--- config.mk ---
export PLATFORM = sky130hd
export DESIGN_NAME = cashaddr_payload_encoder_flat
export DESIGN_NICKNAME = d
export VERILOG_FILES = /design/src/hw/rtl/cpe_pkg.sv /design/src/hw/rtl/cpe_in_if.sv /design/src/hw/rtl/cpe_out_if.sv /design/src/hw/rtl/cpe_polymod.sv /design/src/hw/rtl/cpe_regroup.sv /design/src/hw/rtl/cpe_out_stage.sv /design/src/hw/rtl/cashaddr_payload_encoder.sv /design/src/flat_wrapper.sv
export VERILOG_INCLUDE_DIRS = /design/src /design/src/hw/rtl
export SDC_FILE = /design/constraint.sdc
export NUM_CORES = 1
export LEC_CHECK = 0
export BUFFER_PORTS_ARGS = -buffer_cell sky130_fd_sc_hd__buf_2
export CORE_MARGIN = 2
export CORE_UTILIZATION = 30
export CTS_CLUSTER_SIZE = 14
export DETAILED_ROUTE_END_ITERATION = 7
export PLACE_DENSITY_LB_ADDON = 0.3
export SLEW_MARGIN = 5
export SYNTH_ARGS = -nofsm -noshare
export SYNTH_HDL_FRONTEND = slang
export SYNTH_SLANG_ARGS = --single-unit
--- constraint.sdc ---
create_clock -name clk -period 8.45 [get_ports clk]
set_input_delay 1.2675 -clock clk [delete_from_list [all_inputs] [get_ports clk]]
set_output_delay 1.2675 -clock clk [all_outputs]
set_load 0.1 [all_outputs]
--- src/hw/rtl/assert_macros.svh ---
// Assertion macros shared by the CashAddr payload encoder modules.
`ifndef ASSERT_MACROS_SVH
`define ASSERT_MACROS_SVH

// Property checked on every rising clk edge outside of reset.
`define ASSERT_CLK(label, prop, msg) \
  label: assert property (@(posedge clk) disable iff (!rst_n) (prop)) else $error(msg);

// Condition that must never be true on a rising clk edge outside of reset.
`define ASSERT_NEVER(label, cond, msg) \
  label: assert property (@(posedge clk) disable iff (!rst_n) !(cond)) else $error(msg);

`endif

--- src/hw/rtl/cpe_pkg.sv ---
// Types, constants and functions shared by the CashAddr payload encoder.
package cpe_pkg;

  localparam int DATA_W      = 8;
  localparam int HLEN_W      = 7;
  localparam int CHAR_W      = 7;
  localparam int SYM_W       = 5;
  localparam int PM_W        = 40;
  localparam int CFG_DATA_W  = 60;
  localparam int CFG_IDX_W   = 1;
  localparam int PLEN_W      = 4;
  localparam int ACC_W       = 12;
  localparam int RG_CNT_W    = 4;
  localparam int CHK_SYMS    = 8;
  localparam int CHK_CNT_W   = 3;
  localparam int MAX_PREFIX_SYMBOLS_DEF = 12;

  localparam logic [PLEN_W-1:0] PREFIX_LEN_RST = 4'd11;
  localparam logic [CFG_DATA_W-1:0] PREFIX_SYMS_RST = '0;

  typedef enum logic [CFG_IDX_W-1:0] {
    CFG_PREFIX_SYMBOLS = 1'b0,
    CFG_PREFIX_LENGTH  = 1'b1
  } cfg_reg_t;

  localparam logic [PM_W-1:0] BCH_GEN [SYM_W] = '{
    40'h98f2bc8e61, 40'h79b76d99e2, 40'hf33e5fb3c4, 40'hae2eabe2a8, 40'h1e4f43e470
  };

  localparam logic [CHAR_W-1:0] ALPHABET [32] = '{
    7'd113, 7'd112, 7'd122, 7'd114, 7'd121, 7'd57,  7'd120, 7'd56,
    7'd103, 7'd102, 7'd50,  7'd116, 7'd118, 7'd100, 7'd119, 7'd48,
    7'd115, 7'd51,  7'd106, 7'd110, 7'd53,  7'd52,  7'd107, 7'd104,
    7'd99,  7'd101, 7'd54,  7'd109, 7'd117, 7'd97,  7'd55,  7'd108
  };

  typedef enum logic [2:0] {
    S_IDLE,
    S_PREFIX,
    S_EMIT,
    S_PAD,
    S_ZERO,
    S_CHECK,
    S_ERR
  } state_t;

  typedef enum logic [1:0] {
    PM_HOLD,
    PM_INIT,
    PM_FEED,
    PM_SHIFT
  } pm_op_t;

  typedef struct packed {
    pm_op_t           op;
    logic [SYM_W-1:0] sym;
  } pm_ctl_t;

  typedef enum logic [2:0] {
    RG_HOLD,
    RG_CLEAR,
    RG_SET,
    RG_LOAD,
    RG_TAKE
  } rg_op_t;

  typedef struct packed {
    rg_op_t            op;
    logic [DATA_W-1:0] data;
  } rg_ctl_t;

  typedef struct packed {
    logic             push;
    logic [SYM_W-1:0] sym;
    logic             last;
    logic             err;
  } out_ctl_t;

  // Returns {valid, size code} for a declared hash length.
  function automatic logic [3:0] size_code(input logic [HLEN_W-1:0] len);
    logic [3:0] res;
    unique case (len)
      7'd20:   res = {1'b1, 3'd0};
      7'd24:   res = {1'b1, 3'd1};
      7'd28:   res = {1'b1, 3'd2};
      7'd32:   res = {1'b1, 3'd3};
      7'd40:   res = {1'b1, 3'd4};
      7'd48:   res = {1'b1, 3'd5};
      7'd56:   res = {1'b1, 3'd6};
      7'd64:   res = {1'b1, 3'd7};
      default: res = 4'b0000;
    endcase
    return res;
  endfunction

endpackage

--- src/hw/rtl/cpe_in_if.sv ---
// Input channel: one hash byte word with its address markers.
interface cpe_in_if
  import cpe_pkg::*;
  ();
  logic              valid;
  logic              ready;
  logic [DATA_W-1:0] data_byte;
  logic              first_byte;
  logic              last_byte;
  logic              script_hash;
  logic [HLEN_W-1:0] hash_bytes;

  modport source (
    output valid, data_byte, first_byte, last_byte, script_hash, hash_bytes,
    input  ready
  );
  modport sink (
    input  valid, data_byte, first_byte, last_byte, script_hash, hash_bytes,
    output ready
  );
endinterface

--- src/hw/rtl/cpe_out_if.sv ---
// Result channel: one base32 character word with its markers.
interface cpe_out_if
  import cpe_pkg::*;
  ();
  logic              valid;
  logic              ready;
  logic [CHAR_W-1:0] character;
  logic              last_char;
  logic              error;

  modport source (
    output valid, character, last_char, error,
    input  ready
  );
  modport sink (
    input  valid, character, last_char, error,
    output ready
  );
endinterface

--- src/hw/rtl/cpe_polymod.sv ---
// BCH polymod register that takes one 5-bit symbol per cycle while its control selects a feed.
module cpe_polymod
  import cpe_pkg::*;
  (
  input  logic             clk,
  input  logic             rst_n,
  input  pm_ctl_t          ctl,
  output logic [SYM_W-1:0] top_sym
);

  logic [PM_W-1:0] st_r;
  logic [PM_W-1:0] st_nxt;
  logic [PM_W-1:0] fed;

  always_comb begin
    fed = {st_r[PM_W-SYM_W-1:0], {SYM_W{1'b0}}} ^ {{(PM_W-SYM_W){1'b0}}, ctl.sym};
    for (int j = 0; j < SYM_W; j++) begin
      if (st_r[PM_W-SYM_W+j]) begin
        fed = fed ^ BCH_GEN[j];
      end
    end
  end

  always_comb begin
    st_nxt = st_r;
    unique case (ctl.op)
      PM_HOLD:  st_nxt = st_r;
      PM_INIT:  st_nxt = {{(PM_W-1){1'b0}}, 1'b1};
      PM_FEED:  st_nxt = fed;
      PM_SHIFT: st_nxt = {st_r[PM_W-SYM_W-1:0], {SYM_W{1'b0}}};
      default:  st_nxt = st_r;
    endcase
  end

  always_ff @(posedge clk) begin
    if (!rst_n) begin
      st_r <= {{(PM_W-1){1'b0}}, 1'b1};
    end else begin
      st_r <= st_nxt;
    end
  end

  assign top_sym = st_r[PM_W-1 -: SYM_W];

endmodule

--- src/hw/rtl/cpe_regroup.sv ---
// Bit shift register that regroups bytes into 5-bit symbols, MSB first.
module cpe_regroup
  import cpe_pkg::*;
  (
  input  logic                clk,
  input  logic                rst_n,
  input  rg_ctl_t             ctl,
  output logic [SYM_W-1:0]    sym,
  output logic [RG_CNT_W-1:0] cnt
);

  logic [ACC_W-1:0]    acc_r;
  logic [ACC_W-1:0]    acc_nxt;
  logic [RG_CNT_W-1:0] cnt_r;
  logic [RG_CNT_W-1:0] cnt_nxt;
  logic [ACC_W-1:0]    aligned;

  assign aligned = {ctl.data, {(ACC_W-DATA_W){1'b0}}};

  always_comb begin
    acc_nxt = acc_r;
    cnt_nxt = cnt_r;
    unique case (ctl.op)
      RG_HOLD: begin
        acc_nxt = acc_r;
      end
      RG_CLEAR: begin
        acc_nxt = '0;
        cnt_nxt = '0;
      end
      RG_SET: begin
        acc_nxt = aligned;
        cnt_nxt = RG_CNT_W'(DATA_W);
      end
      RG_LOAD: begin
        acc_nxt = acc_r | (aligned >> cnt_r);
        cnt_nxt = cnt_r + RG_CNT_W'(DATA_W);
      end
      RG_TAKE: begin
        acc_nxt = acc_r << SYM_W;
        cnt_nxt = (cnt_r >= RG_CNT_W'(SYM_W)) ? cnt_r - RG_CNT_W'(SYM_W) : '0;
      end
      default: begin
        acc_nxt = acc_r;
      end
    endcase
  end

  always_ff @(posedge clk) begin
    if (!rst_n) begin
      acc_r <= '0;
      cnt_r <= '0;
    end else begin
      acc_r <= acc_nxt;
      cnt_r <= cnt_nxt;
    end
  end

  assign sym = acc_r[ACC_W-1 -: SYM_W];
  assign cnt = cnt_r;

endmodule

--- src/hw/rtl/cpe_out_stage.sv ---
// Output register that maps symbols to base32 characters.
module cpe_out_stage
  import cpe_pkg::*;
  (
  input  logic     clk,
  input  logic     rst_n,
  input  out_ctl_t ctl,
  output logic     slot_free,
  cpe_out_if.source out_chan
);

  logic              valid_r;
  logic              valid_nxt;
  logic [CHAR_W-1:0] char_r;
  logic [CHAR_W-1:0] char_nxt;
  logic              last_r;
  logic              err_r;

  assign slot_free = !valid_r || out_chan.ready;

  always_comb begin
    if (ctl.push) begin
      valid_nxt = 1'b1;
    end else if (out_chan.ready) begin
      valid_nxt = 1'b0;
    end else begin
      valid_nxt = valid_r;
    end
    char_nxt = ctl.err ? '0 : ALPHABET[ctl.sym];
  end

  always_ff @(posedge clk) begin
    if (!rst_n) begin
      valid_r <= 1'b0;
    end else begin
      valid_r <= valid_nxt;
    end
  end

  always_ff @(posedge clk) begin
    if (ctl.push) begin
      char_r <= char_nxt;
      last_r <= ctl.last;
      err_r  <= ctl.err;
    end
  end

  assign out_chan.valid     = valid_r;
  assign out_chan.character = char_r;
  assign out_chan.last_char = last_r;
  assign out_chan.error     = err_r;

  `include "assert_macros.svh"

  `ASSERT_NEVER(a_no_overwrite, ctl.push && valid_r && !out_chan.ready, "held word overwritten")
  `ASSERT_CLK(a_err_is_last, (valid_r && err_r) |-> last_r, "error word without last mark")

endmodule

--- src/hw/rtl/cashaddr_payload_encoder.sv ---
// Top level of the CashAddr payload encoder: control sequencer and configuration.
//
// The block takes one hash byte per word and sends the base32 payload and checksum
// characters, one per word, through a single output register. A middle byte is
// accepted, gives one or two symbols and then returns the block to idle. The first
// byte adds prefix_length plus one polymod feeds for the prefix and separator, with
// prefix_length saturated, then the version symbol and a reload of the byte. The last
// byte adds a pad symbol where bits remain, eight polymod feeds and eight checksum
// characters. The polymod absorbs one 5-bit symbol per cycle when fed, and the
// output register holds one character; a stalled output stalls symbol production.
// Configuration is taken at any time.
module cashaddr_payload_encoder
  import cpe_pkg::*;
  #(
  parameter int MAX_PREFIX_SYMBOLS = MAX_PREFIX_SYMBOLS_DEF
) (
  input  logic                  clk,
  input  logic                  rst_n,
  input  logic                  cfg_we,
  input  logic [CFG_IDX_W-1:0]  cfg_index,
  input  logic [CFG_DATA_W-1:0] cfg_wdata,
  cpe_in_if.sink                in_chan,
  cpe_out_if.source             out_chan
);

  localparam int PFX_W  = SYM_W * MAX_PREFIX_SYMBOLS;
  localparam int PCNT_W = $clog2(MAX_PREFIX_SYMBOLS + 1);

  state_t state_r;
  state_t state_nxt;

  logic [PFX_W-1:0]     prefix_r;
  logic [PLEN_W-1:0]    plen_cfg_r;
  logic [PFX_W-1:0]     pfx_sh_r;
  logic [PFX_W-1:0]     pfx_sh_nxt;
  logic [PCNT_W-1:0]    pfx_cnt_r;
  logic [PCNT_W-1:0]    pfx_cnt_nxt;
  logic [PCNT_W-1:0]    plen_sat;
  logic                 skip_r;
  logic                 skip_nxt;
  logic [HLEN_W-1:0]    seen_r;
  logic [HLEN_W-1:0]    seen_nxt;
  logic [HLEN_W-1:0]    decl_r;
  logic [HLEN_W-1:0]    decl_nxt;
  logic [DATA_W-1:0]    hold_r;
  logic [DATA_W-1:0]    hold_nxt;
  logic                 byte_pend_r;
  logic                 byte_pend_nxt;
  logic                 last_r;
  logic                 last_nxt;
  logic [CHK_CNT_W-1:0] chk_cnt_r;
  logic [CHK_CNT_W-1:0] chk_cnt_nxt;

  logic                 in_acc;
  logic [3:0]           sc;
  logic                 len_ok;
  logic [HLEN_W-1:0]    cnt_next;
  logic [HLEN_W-1:0]    decl_cmp;
  logic                 cnt_err;
  logic                 is_err;
  logic                 is_skip;
  logic [DATA_W-1:0]    version;

  pm_ctl_t              pm_ctl;
  rg_ctl_t              rg_ctl;
  out_ctl_t             oc;
  logic [SYM_W-1:0]     pm_top;
  logic [SYM_W-1:0]     rg_sym;
  logic [RG_CNT_W-1:0]  rg_cnt;
  logic                 sym_rdy;
  logic                 slot_free;

  cpe_polymod u_polymod (
    .clk     (clk),
    .rst_n   (rst_n),
    .ctl     (pm_ctl),
    .top_sym (pm_top)
  );

  cpe_regroup u_regroup (
    .clk   (clk),
    .rst_n (rst_n),
    .ctl   (rg_ctl),
    .sym   (rg_sym),
    .cnt   (rg_cnt)
  );

  cpe_out_stage u_out_stage (
    .clk       (clk),
    .rst_n     (rst_n),
    .ctl       (oc),
    .slot_free (slot_free),
    .out_chan  (out_chan)
  );

  always_ff @(posedge clk) begin
    if (!rst_n) begin
      prefix_r   <= PREFIX_SYMS_RST[CFG_DATA_W-1 -: PFX_W];
      plen_cfg_r <= PREFIX_LEN_RST;
    end else if (cfg_we) begin
      unique case (cfg_index)
        CFG_PREFIX_SYMBOLS: prefix_r   <= cfg_wdata[CFG_DATA_W-1 -: PFX_W];
        CFG_PREFIX_LENGTH:  plen_cfg_r <= cfg_wdata[PLEN_W-1:0];
        default:            prefix_r   <= prefix_r;
      endcase
    end
  end

  assign plen_sat = (plen_cfg_r > PLEN_W'(MAX_PREFIX_SYMBOLS)) ?
                    PCNT_W'(MAX_PREFIX_SYMBOLS) : PCNT_W'(plen_cfg_r);

  assign in_chan.ready = (state_r == S_IDLE);
  assign in_acc        = in_chan.valid && in_chan.ready;

  assign sc       = size_code(in_chan.hash_bytes);
  assign len_ok   = sc[3];
  assign version  = {{(DATA_W-4){1'b0}}, in_chan.script_hash, sc[2:0]};
  assign cnt_next = in_chan.first_byte ? HLEN_W'(1) : seen_r + HLEN_W'(1);
  assign decl_cmp = in_chan.first_byte ? in_chan.hash_bytes : decl_r;
  assign cnt_err  = in_chan.last_byte ? (cnt_next != decl_cmp) : (cnt_next >= decl_cmp);
  assign is_skip  = !in_chan.first_byte && skip_r;
  assign is_err   = in_chan.first_byte ? (!len_ok || cnt_err) : (!skip_r && cnt_err);
  assign sym_rdy  = (rg_cnt >= RG_CNT_W'(SYM_W));

  always_comb begin
    state_nxt = state_r;
    unique case (state_r)
      S_IDLE: begin
        if (in_acc) begin
          if (is_err) begin
            state_nxt = S_ERR;
          end else if (!is_skip) begin
            state_nxt = in_chan.first_byte ? S_PREFIX : S_EMIT;
          end
        end
      end
      S_PREFIX: begin
        if (pfx_cnt_r == '0) begin
          state_nxt = S_EMIT;
        end
      end
      S_EMIT: begin
        if (!sym_rdy && !byte_pend_r) begin
          if (!last_r) begin
            state_nxt = S_IDLE;
          end else if (rg_cnt != '0) begin
            state_nxt = S_PAD;
          end else begin
            state_nxt = S_ZERO;
          end
        end
      end
      S_PAD: begin
        if (slot_free) begin
          state_nxt = S_ZERO;
        end
      end
      S_ZERO: begin
        if (chk_cnt_r == '1) begin
          state_nxt = S_CHECK;
        end
      end
      S_CHECK: begin
        if (slot_free && chk_cnt_r == '1) begin
          state_nxt = S_IDLE;
        end
      end
      S_ERR: begin
        if (slot_free) begin
          state_nxt = S_IDLE;
        end
      end
      default: begin
        state_nxt = S_IDLE;
      end
    endcase
  end

  always_comb begin
    pm_ctl.op     = PM_HOLD;
    pm_ctl.sym    = '0;
    rg_ctl.op     = RG_HOLD;
    rg_ctl.data   = '0;
    oc.push       = 1'b0;
    oc.sym        = '0;
    oc.last       = 1'b0;
    oc.err        = 1'b0;
    skip_nxt      = skip_r;
    seen_nxt      = seen_r;
    decl_nxt      = decl_r;
    hold_nxt      = hold_r;
    byte_pend_nxt = byte_pend_r;
    last_nxt      = last_r;
    chk_cnt_nxt   = chk_cnt_r;
    pfx_sh_nxt    = pfx_sh_r;
    pfx_cnt_nxt   = pfx_cnt_r;
    unique case (state_r)
      S_IDLE: begin
        if (in_acc && !is_skip) begin
          if (is_err) begin
            skip_nxt = 1'b1;
            seen_nxt = '0;
            decl_nxt = '0;
          end else if (in_chan.first_byte) begin
            skip_nxt      = 1'b0;
            decl_nxt      = in_chan.hash_bytes;
            seen_nxt      = cnt_next;
            pm_ctl.op     = PM_INIT;
            rg_ctl.op     = RG_SET;
            rg_ctl.data   = version;
            hold_nxt      = in_chan.data_byte;
            byte_pend_nxt = 1'b1;
            last_nxt      = in_chan.last_byte;
            pfx_sh_nxt    = prefix_r;
            pfx_cnt_nxt   = plen_sat;
          end else begin
            seen_nxt      = cnt_next;
            rg_ctl.op     = RG_LOAD;
            rg_ctl.data   = in_chan.data_byte;
            byte_pend_nxt = 1'b0;
            last_nxt      = in_chan.last_byte;
          end
        end
      end
      S_PREFIX: begin
        pm_ctl.op = PM_FEED;
        if (pfx_cnt_r != '0) begin
          pm_ctl.sym  = pfx_sh_r[PFX_W-1 -: SYM_W];
          pfx_sh_nxt  = pfx_sh_r << SYM_W;
          pfx_cnt_nxt = pfx_cnt_r - PCNT_W'(1);
        end
      end
      S_EMIT: begin
        if (sym_rdy) begin
          if (slot_free) begin
            oc.push    = 1'b1;
            oc.sym     = rg_sym;
            pm_ctl.op  = PM_FEED;
            pm_ctl.sym = rg_sym;
            rg_ctl.op  = RG_TAKE;
          end
        end else if (byte_pend_r) begin
          rg_ctl.op     = RG_LOAD;
          rg_ctl.data   = hold_r;
          byte_pend_nxt = 1'b0;
        end else begin
          chk_cnt_nxt = '0;
        end
      end
      S_PAD: begin
        if (slot_free) begin
          oc.push    = 1'b1;
          oc.sym     = rg_sym;
          pm_ctl.op  = PM_FEED;
          pm_ctl.sym = rg_sym;
          rg_ctl.op  = RG_TAKE;
        end
      end
      S_ZERO: begin
        // Feeding 1 instead of 0 on the final round folds in the closing XOR with 1.
        pm_ctl.op   = PM_FEED;
        pm_ctl.sym  = (chk_cnt_r == '1) ? SYM_W'(1) : '0;
        chk_cnt_nxt = chk_cnt_r + CHK_CNT_W'(1);
      end
      S_CHECK: begin
        if (slot_free) begin
          oc.push     = 1'b1;
          oc.sym      = pm_top;
          oc.last     = (chk_cnt_r == '1);
          pm_ctl.op   = PM_SHIFT;
          chk_cnt_nxt = chk_cnt_r + CHK_CNT_W'(1);
          if (chk_cnt_r == '1) begin
            seen_nxt  = '0;
            decl_nxt  = '0;
            rg_ctl.op = RG_CLEAR;
          end
        end
      end
      S_ERR: begin
        if (slot_free) begin
          oc.push = 1'b1;
          oc.last = 1'b1;
          oc.err  = 1'b1;
        end
      end
      default: begin
        pm_ctl.op = PM_HOLD;
      end
    endcase
  end

  always_ff @(posedge clk) begin
    if (!rst_n) begin
      state_r     <= S_IDLE;
      skip_r      <= 1'b0;
      seen_r      <= '0;
      decl_r      <= '0;
      byte_pend_r <= 1'b0;
      last_r      <= 1'b0;
      chk_cnt_r   <= '0;
      pfx_cnt_r   <= '0;
    end else begin
      state_r     <= state_nxt;
      skip_r      <= skip_nxt;
      seen_r      <= seen_nxt;
      decl_r      <= decl_nxt;
      byte_pend_r <= byte_pend_nxt;
      last_r      <= last_nxt;
      chk_cnt_r   <= chk_cnt_nxt;
      pfx_cnt_r   <= pfx_cnt_nxt;
    end
  end

  always_ff @(posedge clk) begin
    hold_r   <= hold_nxt;
    pfx_sh_r <= pfx_sh_nxt;
  end

  `include "assert_macros.svh"

  `ASSERT_CLK(a_bad_len_err,
              (in_acc && in_chan.first_byte && !len_ok) |=> (state_r == S_ERR),
              "invalid length did not raise an error")
  `ASSERT_CLK(a_skip_silent,
              (in_acc && skip_r && !in_chan.first_byte) |=> (state_r == S_IDLE),
              "skipped byte started work")
  `ASSERT_CLK(a_bits_drained,
              (state_r == S_ZERO || state_r == S_CHECK) |-> (rg_cnt == '0),
              "payload bits left at checksum time")

endmodule
--- src/flat_wrapper.sv ---
// flat-port wrapper written by rule: the top's interface ports become plain ports
module cashaddr_payload_encoder_flat import cpe_pkg::*;
#(
  parameter int MAX_PREFIX_SYMBOLS = MAX_PREFIX_SYMBOLS_DEF
)
  (clk, rst_n, cfg_we, cfg_index, cfg_wdata, in_chan_valid, in_chan_data_byte, in_chan_first_byte, in_chan_last_byte, in_chan_script_hash, in_chan_hash_bytes, in_chan_ready, out_chan_valid, out_chan_character, out_chan_last_char, out_chan_error, out_chan_ready);
  cpe_in_if in_chan_i ();
  cpe_out_if out_chan_i ();
  input  logic clk;
  input  logic rst_n;
  input  logic cfg_we;
  input  logic [CFG_IDX_W-1:0] cfg_index;
  input  logic [CFG_DATA_W-1:0] cfg_wdata;
  input wire logic [$bits(in_chan_i.valid)-1:0] in_chan_valid;
  input wire logic [$bits(in_chan_i.data_byte)-1:0] in_chan_data_byte;
  input wire logic [$bits(in_chan_i.first_byte)-1:0] in_chan_first_byte;
  input wire logic [$bits(in_chan_i.last_byte)-1:0] in_chan_last_byte;
  input wire logic [$bits(in_chan_i.script_hash)-1:0] in_chan_script_hash;
  input wire logic [$bits(in_chan_i.hash_bytes)-1:0] in_chan_hash_bytes;
  output wire logic [$bits(in_chan_i.ready)-1:0] in_chan_ready;
  output wire logic [$bits(out_chan_i.valid)-1:0] out_chan_valid;
  output wire logic [$bits(out_chan_i.character)-1:0] out_chan_character;
  output wire logic [$bits(out_chan_i.last_char)-1:0] out_chan_last_char;
  output wire logic [$bits(out_chan_i.error)-1:0] out_chan_error;
  input wire logic [$bits(out_chan_i.ready)-1:0] out_chan_ready;
  assign in_chan_i.valid = in_chan_valid;
  assign in_chan_i.data_byte = in_chan_data_byte;
  assign in_chan_i.first_byte = in_chan_first_byte;
  assign in_chan_i.last_byte = in_chan_last_byte;
  assign in_chan_i.script_hash = in_chan_script_hash;
  assign in_chan_i.hash_bytes = in_chan_hash_bytes;
  assign in_chan_ready = in_chan_i.ready;
  assign out_chan_valid = out_chan_i.valid;
  assign out_chan_character = out_chan_i.character;
  assign out_chan_last_char = out_chan_i.last_char;
  assign out_chan_error = out_chan_i.error;
  assign out_chan_i.ready = out_chan_ready;
  cashaddr_payload_encoder #(.MAX_PREFIX_SYMBOLS(MAX_PREFIX_SYMBOLS)) u_core (.clk(clk), .rst_n(rst_n), .cfg_we(cfg_we), .cfg_index(cfg_index), .cfg_wdata(cfg_wdata), .in_chan(in_chan_i), .out_chan(out_chan_i));
endmodule
**Word level (Yosys, flattened, before mapping)**

Memories as Yosys holds them, arrays and structs flattened. A register that Yosys moved wholly into a read port is not among the register bits.
Cells that the tools add are included.

- Register bits: 218
- Latch bits: 0
- Bits in read-only memories: 224
- Memories: 1
- Input port bits: 84
- Word-level logic and storage cells: 203
- Output and inout port bits: 11
- Bits in writable memories: 0

- Magnitude comparators: 3
- Multipliers: 0
- Bitwise logic cells: 10
- Muxes and demuxes: 88
- Shifts and indexed selects: 1
- Equality and inequality tests: 39
- $add $sub $neg: 5
- Div/mod/pow operators: 0
- Reductions and logical operators: 38

Memory list:

| name | words | width | rd ports | clocked after Yosys merged registers in | write ports | RTL line | RTL |
|---|---|---|---|---|---|---|---|
| (name not given) | 32 | 7 | 1 | 1 | 0 | cpe_out_stage.sv:29 | `char_nxt = ctl.err ? '0 : ALPHABET[ctl.sym];` |

Operators with widths:

| kind | count |
|---|---|
| 2-to-1 mux 60 bit | 4 |
| 2-to-1 mux 40 bit | 3 |
| case mux 40 bit (3 select lines) | 1 |
| case mux 60 bit (2 select lines) | 1 |
| 2-to-1 mux 7 bit | 11 |
| 2-to-1 mux 3 bit | 16 |
| case mux 12 bit (4 select lines) | 1 |
| XOR 40 x 5 -> 40 bit | 1 |
| 2-to-1 mux 39 bit | 1 |
| 2-to-1 mux 37 bit | 1 |
| case mux 4 bit (8 select lines) | 1 |
| equality test 7 x 6 -> 1 bit (second input constant) | 4 |
| case mux 7 bit (2 select lines) | 2 |
| inverter 25 bit | 1 |
| 2-to-1 mux 4 bit | 6 |
| inverter 24 bit | 1 |
| equality test 7 x 5 -> 1 bit (second input constant) | 3 |
| inverter 21 bit | 1 |
| case mux 3 bit (7 select lines) | 1 |
| 2-to-1 mux 10 bit | 2 |
| inverter 20 bit | 1 |
| case mux 5 bit (4 select lines) | 1 |
| inverter 19 bit | 1 |
| inequality test 2 x 1 -> 1 bit (second input constant) | 9 |
| other kinds (52) | 110 |

**Logic depth before layout (Yosys ltp)**

Gate-level depths: netlist (run 1).

- Depth after elaboration: 17
- Mapped depth: 16
- Depth with buffers taken out: 14

**Modules after synthesis**

From an unflattened synthesis (run 1), not the netlist that was laid out.

- Cell total of the unflattened synthesis: 1336
- Area, all modules: 11728.7 um2

Modules (own cells, without submodules):

| module | seq. area each (um2) | cells each | area an instance (um2) | times used |
|---|---|---|---|---|
| cashaddr_payload_encoder | 3863.7 | 839 | 7415.9 | 1 |
| cpe_polymod | 800.8 | 264 | 2304.7 | 1 |
| cpe_regroup | 320.3 | 172 | 1416.4 | 1 |
| cpe_out_stage | 280.3 | 61 | 591.8 | 1 |

**Worst setup path after synthesis (run 1)**

OpenSTA, ideal clock, no wires.

- Path type: input-to-reg
- Start: input port in_chan_first_byte
- End: register u_core.pfx_sh_r[0], enable pin
- Setup time: 415 ps
- Slack: 3282 ps
- Arrival: 4753 ps
- Data required time: 8035 ps
- Cell stages on the path: 11
- Path buffers: 3
- Cells stage by stage: buf_4 > clkbuf_1 > mux2_2 > ha_1 > nand2b_1 > a211o_1 > a21o_1 > buf_2 > nand2_1 > a31oi_1 > inv_1

- Longest elaborated chain between the ends: 7
- Elaborated cells between the ends (all ways): 16
- Classes of those cells: 1 x order compare; 4 x eq/ne; 4 x mux; 7 x reduce/logical

Ends and longest elaborated chain:

| element | RTL line | RTL |
|---|---|---|
| from (decl) | flat_wrapper.sv:16 | `input wire logic [$bits(in_chan_i.first_byte)-1:0] in_chan_first_byte;` |
| 2-to-1 mux 7 bit (on tied branches) | n/a |  |
| greater-or-equal comparator 7 bit / inequality test 7 bit (equally long branches) | cashaddr_payload_encoder.sv:120 | `assign cnt_err = in_chan.last_byte ? (cnt_next != decl_cmp) : (cnt_next >= decl_cmp);` |
| 2-to-1 mux 1 bit | cashaddr_payload_encoder.sv:120 |  |
| logical AND 1 bit / logical OR 1 bit (equally long branches) | cashaddr_payload_encoder.sv:122 | `assign is_err = in_chan.first_byte ? (!len_ok \|\| cnt_err) : (!skip_r && cnt_err);` |
| 2-to-1 mux 1 bit | cashaddr_payload_encoder.sv:122 |  |
| inequality test 2 bit (no line) | n/a |  |
| AND reduction 5 bit (no line) * | n/a |  |
| to (signal assigned) | cashaddr_payload_encoder.sv:316 | `pfx_sh_r <= pfx_sh_nxt;` |
| to (decl) | cashaddr_payload_encoder.sv:34 | `logic [PFX_W-1:0] pfx_sh_r;` |

Mark *: on every way between the ends. The rest lies on a longest branch, timed or not.
A chain may end at the register's enable or synchronous reset.

**Worst setup path after layout (run 1)**

- Start: input port in_chan_first_byte
- End: register u_core.u_polymod.st_r[38]

- Longest elaborated chain between the ends: 10
- Elaborated cells between the ends (all ways): 21
- Classes of those cells: 1 x order compare; 4 x eq/ne; 9 x mux; 7 x reduce/logical

Ends and longest elaborated chain:

| element | RTL line | RTL |
|---|---|---|
| 2-to-1 mux 7 bit (on tied branches) | n/a |  |
| greater-or-equal comparator 7 bit / inequality test 7 bit (equally long branches) | cashaddr_payload_encoder.sv:120 |  |
| 2-to-1 mux 1 bit | cashaddr_payload_encoder.sv:120 |  |
| logical AND 1 bit / logical OR 1 bit (equally long branches) | cashaddr_payload_encoder.sv:122 |  |
| 2-to-1 mux 1 bit | cashaddr_payload_encoder.sv:122 |  |
| 2-to-1 mux 2 bit | cashaddr_payload_encoder.sv:200 | `if (is_err) begin` |
| 2-to-1 mux 2 bit * | cashaddr_payload_encoder.sv:199 | `if (in_acc && !is_skip) begin` |
| case mux 2 bit (5 select lines) * | cashaddr_payload_encoder.sv:197 | `unique case (state_r)` |
| equality test 2 bit / equality test 2 x 1 -> 1 bit (equally long branches) | cpe_polymod.sv:26 | `unique case (ctl.op)` |
| case mux 40 bit (3 select lines) | cpe_polymod.sv:26 |  |
| to (signal assigned) | cpe_polymod.sv:37 | `st_r <= {{(PM_W-1){1'b0}}, 1'b1};` |
| to (signal assigned) | cpe_polymod.sv:39 | `st_r <= st_nxt;` |
| to (decl) | cpe_polymod.sv:11 | `logic [PM_W-1:0] st_r;` |

Marks and branches as above.

==> flow_summary.yaml, run 1 <==
setup_path:
  cp.buffers_inverters: 1
  worstRegToRegCells: 13
  rrSetupSlack_ns: 3.73
  critical_path_slowest_stage_cell: "a211oi_2"
  startpoint_type_of_the_worst_setup_path: "primary input"
  worst_r2r_startpoint: "u_core.seen_r[0]"
  timing.critical_path.max_delay_family: "compound AO/OA/AOI/OAI gates"
  critical_path.max_fanout: 19
  criticalPathCategory: "primary input to flip-flop"
  critPathRequiredTime_ns: 8.84
  worstSetupEndpointType: "flip-flop"
  rr_endpoint: "u_core.u_polymod.st_r[23]"
  cpPeakStageDelay_ns: 0.94
  path_cells: "buf_2 -> mux2_2 -> ha_1 -> nand2b_1 -> a211o_1 -> a21o_1 -> a211oi_2 -> nor2_1 -> nand2_1 -> o22ai_1"
  critical_path_arrival_ns: 5.35
placement:
  place.gp.congestion: 0.851
  port_buffers: 94
  dp_hpwl_mm: 18.7
layout:
  design.final.nets: 1450
  flow.area_growth_from_synthesis_pct: 15.3
  fin_util_pct: 35.1
  antenna_cells: 0
  filler_cell_count: 3761
  drive_above_1_share_pct: 12.7
timing:
  hold_ws_ns: 0.449
  rsz0062_at_grt: "false"
  report.final.hold_viol_count: 0
  tightest_slew_ns: 1.05
  setup_tns_ns: 0
  relSlewSlack_pct: 29.9
  fin_skew_ns: 0.0223
  highest_clock_rate_mhz: 202
  finalSetupViolCount: 0
  layout_min_cycle_time_ns: 4.95
  slew_viol_final: 0
  fin_crit_sh_pct: 58.6
clock_network:
  clock_tree.htree_level_count: 1
  post_cts_resized: 0
  cts_hold_repair.buffers: 0
  cts.root.buffer_cell: "clkbuf_16"
  post_cts_buffers: 0
  clk_path_buf_depth: 3
  cts.clk_slew.worst_paths_ns: 0.06
  tritoncts_clock_tree: "built"
  clkLatencyLatePin_ns: 0.55
  tritoncts.num_buffers: 27
  clock-sinks: 225
pwr:
  p_leak_uw: 0.00483
  power-per-cell-area_nw_per_um2: 244
  vdd_ir_drop_max_v: 0.000155
global_route:
  grt_max_degree: 71
  gr_usage_total_pct: 14.4
  vias_in_the_first_global_route: 8968
  gr-total-overflow: 0
  global_route_wire_length_before_repair_mm: 46.1
  grt_antenna_before_repair: 1
synthesis:
  synthDominantAreaCellType: "dfxtp_1"
  synth_warnings: 0
  netlist-cell-type-count: 78
  yosys_most_used_dff: "dfxtp_1"
  yosys-top-cells-area: "dfxtp_1, edfxtp_1, nand2_1, a21oi_1, nor2_1"
  postSynth.asyncResetShare_pct: 0
  synth_enable_flop_cells: 77
  synth_seq_area_share_pct: 47.5
  post_synthesis_instance_total: 1312
  synth-seq-cells: 225
  netlist_area_um2: 11100
  synth_net_count: 1409
  avgSynthCellArea_um2: 8.47
  yosys.area.top_type_share_pct: 26.7
worst_hold_path:
  whs_path_cells: 2
  worst_hold_startpoint: "u_core.prefix_r[1]"
  holdCritPathClass: "flip-flop to flip-flop"
  worst_hold_path.endpoint: "u_core.prefix_r[1]"
detailed_routing:
  drt_pre_antenna_iters: 5
  wl_met2_mm: 13.1
  avgViaCountPerCell: 5.06
  route.layer.met1.wl_mm: 13.3
  detailedRoute.firstIterationViolations: 633
  ant_nets: 0
  drt_drc_violations_left: 0
  met3RoutedLength_mm: 1.27
  wirelength_mm: 28.5
  num_vias: 9312
  maxUsedRoutingLayer: "met5"
  post_drt_wl_per_cell_um: 15.5
die:
  fp.dieArea_um2: 38600
  ioPinCount: 95
  die_x_um: 196
  die_height_um: 196
  core.rowCount: 70
  starting_density_pct: 30.4
  core_region_area_um2: 36500
outcome:
  status: "complete, no violations"
job:
  maxCapViolations: 0
==> power breakdown <==
part	total [uW]	internal, uW	leakage, uW	switching, uW
clock network	1200	725	0.000448	470
logic	693	179	0.00248	514
registers	1240	1180	0.00190	51.6
==> how the worst max path moves through the flow <==
stage               slack [ns]                   endpoint               start  cells after the start
floorplan                 3.28         u_core.pfx_sh_r[0]  in_chan_first_byte                     11
global placement          3.10  u_core.u_polymod.st_r[38]  in_chan_first_byte                     10
detailed placement        2.96  u_core.u_polymod.st_r[38]  in_chan_first_byte                     10
CTS                       3.53  u_core.u_polymod.st_r[38]  in_chan_first_byte                     10
global route              3.22  u_core.u_polymod.st_r[38]  in_chan_first_byte                     12
finish                    3.50  u_core.u_polymod.st_r[38]  in_chan_first_byte                     10
==> cells by family after synthesis <==
family,after synthesis,synth area share (%)
AND/OR/NAND/NOR,576,22.3
AO/OA/AOI/OAI,311,19.0
buffers and inverters,122,4.45
flip-flops,225,47.5
adder cells (fa/ha/maj),13,1.46
multiplexers,16,1.46
XOR/XNOR,49,3.86
==> worst min-delay path, delay by kind of cell, from the launching register on <==
kind	cells	cell delay (ns)
flip-flops	1	0.30
AO/OA/AOI/OAI	1	0.05
AND/OR/NAND/NOR	1	0.05
==> area by class of cell <==
| cell class | count | area, um^2 | share of cell area (%) |
|---|---|---|---|
| clock buffer | 37 | 764 | 5.97 |
| clock inverter | 13 | 154 | 1.20 |
| inverter | 29 | 110 | 0.859 |
| multi-input combinational | 965 | 5370 | 41.9 |
| sequential | 225 | 5280 | 41.2 |
| tap | 468 | 586 | 4.57 |
| timing repair buffer | 105 | 553 | 4.32 |
==> layout by cell type (no fill, tap or decap), types with 5 or more instances in the layout <==
| master | count |
|---|---|
| inv_1 | 27 |
| o21ai_0 | 31 |
| buf_4 | 11 |
| dfxtp_1 | 148 |
| edfxtp_1 | 77 |
| nor2_1 | 75 |
| a211oi_1 | 13 |
| clkbuf_1 | 6 |
| o32ai_1 | 10 |
| nor3_1 | 27 |
| o22ai_1 | 20 |
| a22o_1 | 6 |
| a21o_1 | 6 |
| nand4_1 | 6 |
| clkbuf_16 | 28 |
| and3_1 | 5 |
| mux2i_1 | 14 |
| nand2b_1 | 9 |
| nand2_1 | 369 |
| and2_1 | 24 |
| xor2_1 | 24 |
| nand3_1 | 27 |
| a31oi_1 | 10 |
| a22oi_1 | 25 |
| o21a_1 | 8 |
| ha_1 | 13 |
| xnor2_1 | 25 |
| nor2b_1 | 10 |
| buf_2 | 94 |
| a21oi_1 | 122 |
==> synth_stat cells (all sizes together), types with 15 or more instances <==
library cell / instances
nor3: 29
nand3: 27
nand2: 369
a21oi: 124
a22oi: 25
edfxtp: 77
xnor2: 25
a211oi: 15
o22ai: 20
clkbuf: 65
dfxtp: 148
o21ai: 32
inv: 29
nor2: 76
and2: 24
xor2: 24
buf: 28
==> routing by layer <==
metal  vias to the layer above  global-route usage [%]
li1                       4633                       -
met1                      4399                    19.4
met2                       221                    23.7
met3                        57                    2.19
met4                         2                    4.46
met5                         -                       0
==> registers in the layout (all words and copies together) (netlist names), 7 cells and up <==
name and count:
u_core.pfx_sh_r 60, u_core.prefix_r 60, u_core.u_polymod.st_r 40, u_core.u_regroup.acc_r 12, u_core.hold_r 8, u_core.decl_r 7, u_core.seen_r 7, u_core.u_out_stage.out_chan.character 7
==> through the flow <==
stage,cell area [um^2],instances,setup WS [ns],total power [uW]
floorplan,11100,1312,3.28,1780
global placement,11900,1792,3.10,1950
detailed placement,11900,1792,2.96,1950
CTS,12800,1842,3.53,3160
global route,12800,1842,3.22,3270
finish,12800,1842,3.50,3120
Power figures use the tool's default switching activity.
==> run 2, diff against run 1 <==
- clock period: 8.45 -> 4.2 ns (I/O delays scaled with it)
==> flow_summary.yaml, run 2 (same netlist as run 1, synthesis figures left out) <==
outcome:
  status: "complete, no violations"
die:
  fp.dieArea_um2: 38600
  core_region_area_um2: 36500
  die_height_um: 196
  ioPinCount: 95
  starting_density_pct: 30.4
  die_x_um: 196
  core.rowCount: 70
pwr:
  comb_power_share_pct: 23.5
  p_int_uw: 4160
  switching_portion_of_total_power_pct: 33.4
  power-per-cell-area_nw_per_um2: 483
  p_seq_share_pct: 39.7
  p_leak_uw: 0.00490
  vdd_ir_drop_max_v: 0.000321
  clock_power_share_pct: 36.8
  switchingPower_uw: 2090
job:
  maxCapViolations: 0
worst_hold_path:
  whs_path_cells: 1
  holdCritPathClass: "primary input to flip-flop"
timing:
  slew_viol_final: 0
  relSlewSlack_pct: 45.2
  finalSetupViolCount: 0
  tightest_slew_ns: 0.820
  layout_min_cycle_time_ns: 3.77
  highest_clock_rate_mhz: 265
  fin_skew_ns: 0.0186
  fin_crit_sh_pct: 89.8
  report.final.hold_viol_count: 0
  setup_tns_ns: 0
  rsz0062_at_grt: "false"
layout:
  flow.area_growth_from_synthesis_pct: 16.6
  biggestRegsByFlops: "u_core.pfx_sh_r: 60 flops, u_core.prefix_r: 60 flops, u_core.u_polymod.st_r: 40 flops"
  layout_commonest_cell: "nand2_1"
  antenna_cells: 0
  fin_util_pct: 35.5
  most-common-layout-cells: "nand2_1, dfxtp_1, a21oi_1, buf_2, edfxtp_1"
  drive_above_1_share_pct: 13.9
  design.final.nets: 1470
detailed_routing:
  num_vias: 9331
  post_drt_wl_per_cell_um: 15.3
  route.layer.met1.wl_mm: 13.5
  drt_drc_violations_left: 0
  avgViaCountPerCell: 5.01
  maxUsedRoutingLayer: "met4"
  detailedRoute.firstIterationViolations: 644
  met3RoutedLength_mm: 1.17
  wirelength_mm: 28.4
  ant_nets: 0
  drt_pre_antenna_iters: 6
  wl_met2_mm: 13.1
setup_path:
  rr_endpoint: "u_core.u_regroup.acc_r[4]"
  worstSetupEndpointType: "flip-flop"
  critical_path_arrival_ns: 4.26
  worstRegToRegCells: 15
  startpoint_type_of_the_worst_setup_path: "flip-flop"
  criticalPathCategory: "flip-flop to flip-flop"
  worst_r2r_startpoint: "u_core.seen_r[0]"
  critical_path.startpoint: "u_core.seen_r[0]"
  rrSetupSlack_ns: 0.43
  critical_path.max_fanout: 8
  critPathRequiredTime_ns: 4.69
  timing_endpoint_of_the_critical_path: "u_core.u_regroup.acc_r[4]"
global_route:
  global_route_wire_length_before_repair_mm: 46.8
  gr_usage_total_pct: 14.7
  grt_max_degree: 70
  grt_antenna_before_repair: 0
  gr-total-overflow: 0
  vias_in_the_first_global_route: 9004
clock_network:
  clock-sinks: 225
  post_cts_buffers: 0
  tritoncts_clock_tree: "built"
  cts.root.buffer_cell: "clkbuf_16"
  cts.clk_slew.worst_paths_ns: 0.06
  clock_tree.htree_level_count: 1
  tritoncts.num_buffers: 27
  clkLatencyLatePin_ns: 0.55
  clk_path_buf_depth: 3
placement:
  place.gp.congestion: 0.826
  dp_hpwl_mm: 19.3
  port_buffers: 94
[run 2: cell types whose count changed in the layout (fill, tap and decap cells not counted), moves of 2 or more]
cell	delta
buf_4	+17
clkbuf_1	+4
buf_12	+3
clkbuf_8	-3
clkinv_1	-2
clkinvlp_4	+2
[run 2: power by group through the flow]
stage | combinational (uW) | clock (uW) | sequential, uW
after floorplan | 985 | 0 | 2600
after global placement | 1460 | 0 | 2530
after detailed placement | 1470 | 0 | 2530
after CTS | 1480 | 2360 | 2480
after global routing | 1620 | 2450 | 2500
final | 1470 | 2300 | 2480
[run 2: per-layer routing]
| metal | global-route usage [%] | up-vias |
|---|---|---|
| met4 | 3.73 | 0 |
| met3 | 2.21 | 43 |
| met2 | 24.4 | 197 |
| met1 | 20.0 | 4402 |
| li1 | - | 4689 |
| met5 | 0 | - |
[run 2: how the worst min path moves through the flow]
stage | from | to | slack, ns
3_3_place_gp | u_core.prefix_r[1] | u_core.prefix_r[1] | 0.44
3_5_place_dp | u_core.prefix_r[2] | u_core.prefix_r[2] | 0.44
6_report | in_chan_data_byte[5] | u_core.hold_r[5] | 0.27
5_1_grt | in_chan_data_byte[1] | u_core.hold_r[1] | 0.26
4_1_cts | in_chan_data_byte[5] | u_core.hold_r[5] | 0.26
2_1_floorplan | u_core.u_regroup.acc_r[6] | u_core.u_regroup.acc_r[11] | 0.43
[run 2: per-stage QoR]
step	setup WS (ns)	instances	hold WS (ns)	total power, uW	cell area, um^2
after floorplan	0.00463	1312	0.431	3590	11100
after global placement	0.361	1812	0.441	3990	12100
after detailed placement	0.195	1812	0.444	4000	12100
after CTS	0.281	1861	0.260	6320	13000
after global routing	0.127	1861	0.262	6570	13000
final	0.430	1861	0.272	6250	13000
[run 2: area by class of cell]
type                    instances  area [um^2]
repair buffers                125          741
flip-flops and latches        225         5280
clock inverters                11          128
well taps                     468          586
multi-input cells             965         5380
clock buffers                  38          738
inverters                      29          114
fillers                      3748        23600
[run 2: critical path: stages, from the launching register on]
cell	delay (ns)
dfxtp_1	0.36
ha_1	0.19
and3_1	0.20
nand3_1	0.10
xor2_1	0.15
nor2_1	0.16
ha_1	0.29
a211oi_1	0.19
o21ai_0	0.21
a21o_1	0.25
buf_4	0.18
a211oi_1	0.57
mux2i_1	0.15
a2bb2oi_1	0.17
a311oi_1	0.31
o211a_1	0.21
[run 2: timing repair]
action	in CTS	in global routing
gates resized for setup	0	1
endpoints found under the setup margin	0	4
hold buffers	0	0
